<file path="src/hw/rtl/ptlru_pkg.sv">
// ptlru_pkg: types and codes for the peer table with LRU replacement.
// Used by ptlru_cell and peer_table_lru_cache; no dependencies.
`default_nettype none
package ptlru_pkg;

  typedef enum logic [1:0] {
    KIND_SAVE   = 2'd0,
    KIND_REMOVE = 2'd1,
    KIND_CLEAR  = 2'd2,
    KIND_NONE   = 2'd3
  } kind_e;

  typedef enum logic [2:0] {
    OUT_UPDATED   = 3'd0,
    OUT_APPENDED  = 3'd1,
    OUT_EVICTED   = 3'd2,
    OUT_REMOVED   = 3'd3,
    OUT_NOT_FOUND = 3'd4,
    OUT_CLEARED   = 3'd5
  } outcome_e;

  typedef enum logic [1:0] {
    CELL_HOLD,
    CELL_NEXT,
    CELL_LOAD
  } cell_mode_e;

  typedef enum logic [1:0] {
    ST_IDLE,
    ST_SCAN,
    ST_APPLY
  } state_e;

  typedef struct packed {
    logic [1:0]  kind;
    logic [31:0] vpn_ip;
    logic [63:0] key_word0;
    logic [63:0] key_word1;
    logic [63:0] key_word2;
    logic [63:0] key_word3;
  } req_t;

  typedef struct packed {
    logic [2:0]  outcome;
    logic [5:0]  slot;
    logic [6:0]  entry_count;
    logic [31:0] displaced_ip;
  } res_t;

  typedef struct packed {
    logic [31:0] addr;
    logic [63:0] key_a;
    logic [63:0] key_b;
    logic [63:0] key_c;
    logic [63:0] key_d;
    logic [15:0] stamp;
  } entry_t;

endpackage
`default_nettype wire

</file>
<file path="src/hw/rtl/ptlru_cell.sv">
// ptlru_cell: one table entry of the peer table chain.
// Holds, takes its neighbor's entry, or loads a new one. Uses ptlru_pkg.
`default_nettype none
module ptlru_cell
  import ptlru_pkg::*;
(
  input  wire        clk_i,
  input  cell_mode_e mode_i,
  input  entry_t     load_i,
  input  entry_t     next_i,
  output entry_t     entry_o
);

  entry_t entry_q, entry_d;

  always_comb begin
    case (mode_i)
      CELL_NEXT: entry_d = next_i;
      CELL_LOAD: entry_d = load_i;
      default:   entry_d = entry_q;
    endcase
  end

  always_ff @(posedge clk_i) begin
    entry_q <= entry_d;
  end

  assign entry_o = entry_q;

endmodule
`default_nettype wire

</file>
<file path="config.mk">
export PLATFORM = sky130hd
export DESIGN_NAME = ptlru_cell
export DESIGN_NICKNAME = d
export VERILOG_FILES = /design/src/hw/rtl/ptlru_pkg.sv /design/src/hw/rtl/ptlru_cell.sv
export SDC_FILE = /design/constraint.sdc
export NUM_CORES = 1
export LEC_CHECK = 0
export BUFFER_PORTS_ARGS = -buffer_cell sky130_fd_sc_hd__buf_2
export CAP_MARGIN = 20
export CORE_AREA = 2 2 361 363
export DETAILED_ROUTE_END_ITERATION = 8
export DIE_AREA = 0 0 363 365
export PLACE_DENSITY = 0.34
export SYNTH_ARGS = -nofsm -noshare
export SYNTH_HDL_FRONTEND = slang
export SYNTH_SLANG_ARGS = --single-unit
</file>
<file path="constraint.sdc">
create_clock -name clk_i -period 9.7 [get_ports clk_i]
set_input_delay 2.91 -clock clk_i [delete_from_list [all_inputs] [get_ports clk_i]]
set_output_delay 2.91 -clock clk_i [all_outputs]
set_load 0.05 [all_outputs]
</file>
* Word level (Yosys, flattened, before mapping)
Index checks and enable logic that the tools add are counted.
** Operators by class
- Add/subtract/negate cells :: 0
- Multiply operators :: 0
- Divide/modulo/power cells :: 0
- $lt $le $gt $ge :: 0
- Eq/ne operators :: 2
- Shift-type cells :: 0
- Mux-type cells :: 1
- Bitwise gates (word level) :: 0
- Reductions and logical operators :: 1
** Operator list (count)
- $pmux W304 S2 :: 1
- $eq A2 B1 Y1 const B :: 1
- $eq A2 B2 Y1 const B :: 1
- $reduce_bool A2 Y1 :: 1
** Word-level totals
- Register bits after elaboration :: 304
- Latch bits :: 0
- Bits in writable memories :: 0
- Bits in read-only memories :: 0
- Bits of input ports :: 611
- Output and inout bits :: 304
- Word-level logic and storage cells :: 10
- Memories kept :: 0

* Logic depth before layout (Yosys ltp)
- Depth after elaboration :: 2
- Mapped depth :: 6
- Mapped depth without buffers :: 3

* Least setup slack after synthesis
Ideal clock, no wire load.
- Kind :: input port to flip-flop
- From :: input mode_i[0]
- To :: register entry_q, in the netlist entry_o[0] (enable)
- Setup time :: 0.655 ns
- Arrival time :: 9.092 ns
- Required time :: 9.045 ns
- Slack :: -0.047 ns
- Stages :: 3
- Buffers on the path :: 0
- Cell sequence :: inv_1 ha_1 inv_1
** Between the ends
- Word-level cells in the longest chain between the ends :: 2
- Elaborated cells between the ends (all ways) :: 3
- Those cells by class :: eq/ne (2); reduce/logical (1)
** Ends and longest elaborated chain
- start, declared :: RTL line ptlru_cell.sv:8 : input cell_mode_e mode_i,
- $eq A2 B2 Y1 or $eq A2 B1 Y1 (tied branches) :: RTL line ptlru_cell.sv:17 : case (mode_i)
- $reduce_bool A2 Y1 (no source line) *
- end signal, assigned :: RTL line ptlru_cell.sv:25 : entry_q <= entry_d;
- end, declared :: RTL line ptlru_cell.sv:14 : entry_t entry_q, entry_d;
Mark *: on every way between the ends. The rest lies on a longest branch, timed or not.
A chain may end at the register's enable or synchronous reset.

==> results.toml <==
[critical_path]
worstPathRequired_ns = 10.01
critical_path.cell_chain = "buf_2, inv_1, ha_4, buf_12, mux2_2"
endpoint_kind = "register"
cp_max_fo = 104
arrival_ns = 5.25
crit_buf_inv = 3
cpPeakStageDelay_ns = 0.79
crit_family = "adder cells"
crit_type = "input port to register"
cp_slowest_cell = "ha_4"
startpoint_type = "input port"

[synth]
synth_edf_count = 304
syn_avg_cell_area_sq_um = 21.6
synthCells = 645
ys_async_sr_fraction = 0
synth_fp_nets = 1257
yosys_warnings = 0
netlist.area_leader.share = 0.656
yosys.area.top_type = "edfxtp_1"
synth_seq_cells = 304
synth.most_common_cell = "edfxtp_1"
seq_area_frac_synth = 0.656
synth_cell_types = 7
synth_area_leaders = "edfxtp_1 (66%), mux2_4 (28%), mux2_2 (3.6%)"
synth.cell_area_sq_mm = 0.0139
synth_common_cells = "edfxtp_1 (304), mux2_4 (260), mux2_2 (44)"
synthFlopType = "edfxtp_1"

[clocking]
path_clk_slew_ns = 0.06
postCtsHoldBufs = 0
h-tree-depth = 2
cts_made_buffers = 40
cts_sinks = 304
clockBufferDepth = 3
clockRootBuffer = "clkbuf_16"
cts_setup_buffers = 0
post_cts_resized = 0
cts_tree = "done"

[detailed_routing]
vias_per_cell = 2.96
drt_iter0_drc = 418
firstDrtPassIters = 6
antenna_left = 0
num_vias = 9726
wl_um = 61400
drc = 0
wire_per_inst_um = 18.7

[final_layout]
fillers = 14235
area_growth_pct = 55.4
largest_register_ff_count = 304
design_area_sq_mm = 0.0216
fin_nets = 2190
drive_gt1_frac = 0.797

[timing]
period_share = 0.510
whs_ns = 2.64
layout_min_cycle_time_ns = 4.94
hold_viol = 0
setup_violations = 0
finalSetupTns_ns = 0
rsz0062_at_grt = "no"
slew_violations = 0
max_slew.worst_pin.slew_ns = 1.05
max_freq_mhz = 202
max_slew_margin = 0.301

[die]
coreArea_sq_mm = 0.129
start_util = 0.108
rows = 132
die_y_um = 365
die_x_um = 363
pin_count = 915
die-area_sq_mm = 0.132

[global_routing]
grt_pass1_vias = 10506
grt_max_degree = 123
antenna_found_initial = 26
grtUsageTotal = 0.0863
grt_pass1_wl_um = 79300
grt-ovfl-total = 0

[pwr]
ir_drop_mv = 0.105
power_density_mw_per_mm2 = 207
p_leak_nw = 9.36

[flow_run]
drv_cap = 0

[place]
place_hpwl_um = 50400
place.port_buffers = 914
gp_congestion = 0.838
placed_area_sq_mm = 0.0204

[min_path]
hp-start = "load_i[201]"
hold_class = "input port to register"
min_path_cells = 2
min_to = "entry_o[201]"

[run_status]
status = "complete, no violations"
per-stage QoR:
stage / total power [mW] / std cells / worst slack (ns) / utilization
floorplan: 2.67 / 645 / 1.53 / -
global placement: 3.08 / 3211 / 4.22 / 0.158
detailed placement: 3.08 / 3211 / 4.20 / 0.158
CTS: 4.58 / 3280 / 4.86 / 0.168
global route: 4.67 / 3284 / 4.73 / 0.168
finish: 4.47 / 3287 / 4.76 / 0.168
cell families after synthesis:
family / synth area share
mux: 0.316
flops: 0.656
buf+inv: 0.0263
fa+ha+maj: 0.000900
power breakdown:
part           internal, mW  total (mW)  switching (mW)
Combinational         0.357        1.29           0.933
Clock                 0.850        1.43           0.585
Sequential             1.68        1.74          0.0648
cell usage in the layout (no fill, tap or decap):
cell        Yosys  layout
clkbuf_16       0      41
diode_2         0       7
edfxtp_1      304     304
mux2_2         44      44
clkinvlp_4      0       2
buf_2           4     914
buf_12          0       5
buf_4           0       6
ha_4            0       1
clkbuf_1        0      13
mux2_4        260     260
clkinv_2        0       3
clkinv_1        0       8
bufinv_16       0       3
inv_1           2       1
worst max path at each step:
stage / depth (start not counted) / slack [ns] / to / from
after global routing: 5 / 4.73 / entry_o[4] / mode_i[0]
after floorplan: 3 / 1.53 / entry_o[0] / mode_i[0]
final: 5 / 4.76 / entry_o[4] / mode_i[0]
after CTS: 5 / 4.86 / entry_o[4] / mode_i[0]
after global placement: 5 / 4.22 / entry_o[6] / mode_i[0]
after detailed placement: 5 / 4.20 / entry_o[4] / mode_i[0]
layout make-up:
type | instances | area [sq um] | share of cell area
clock inverters | 15 | 143 | 0.00660
clock buffers | 54 | 1070 | 0.0497
inverters | 2 | 11.3 | 0.000521
diodes | 7 | 17.5 | 0.000810
multi-input cells | 305 | 4420 | 0.205
repair buffers | 925 | 4720 | 0.218
flip-flops and latches | 304 | 9130 | 0.422
well taps | 1675 | 2100 | 0.0970
per-layer routing:
metal | vias to the layer above | track usage | share of wire
met1 | 4681 | 0.0899 | 0.35
met4 | 10 | 0.0303 | 0.028
met5 | - | 0 | 0.0013
li1 | 4427 | - | -
met3 | 85 | 0.0409 | 0.11
met2 | 523 | 0.151 | 0.51
Note: power is estimated with default switching activity, not from simulation.
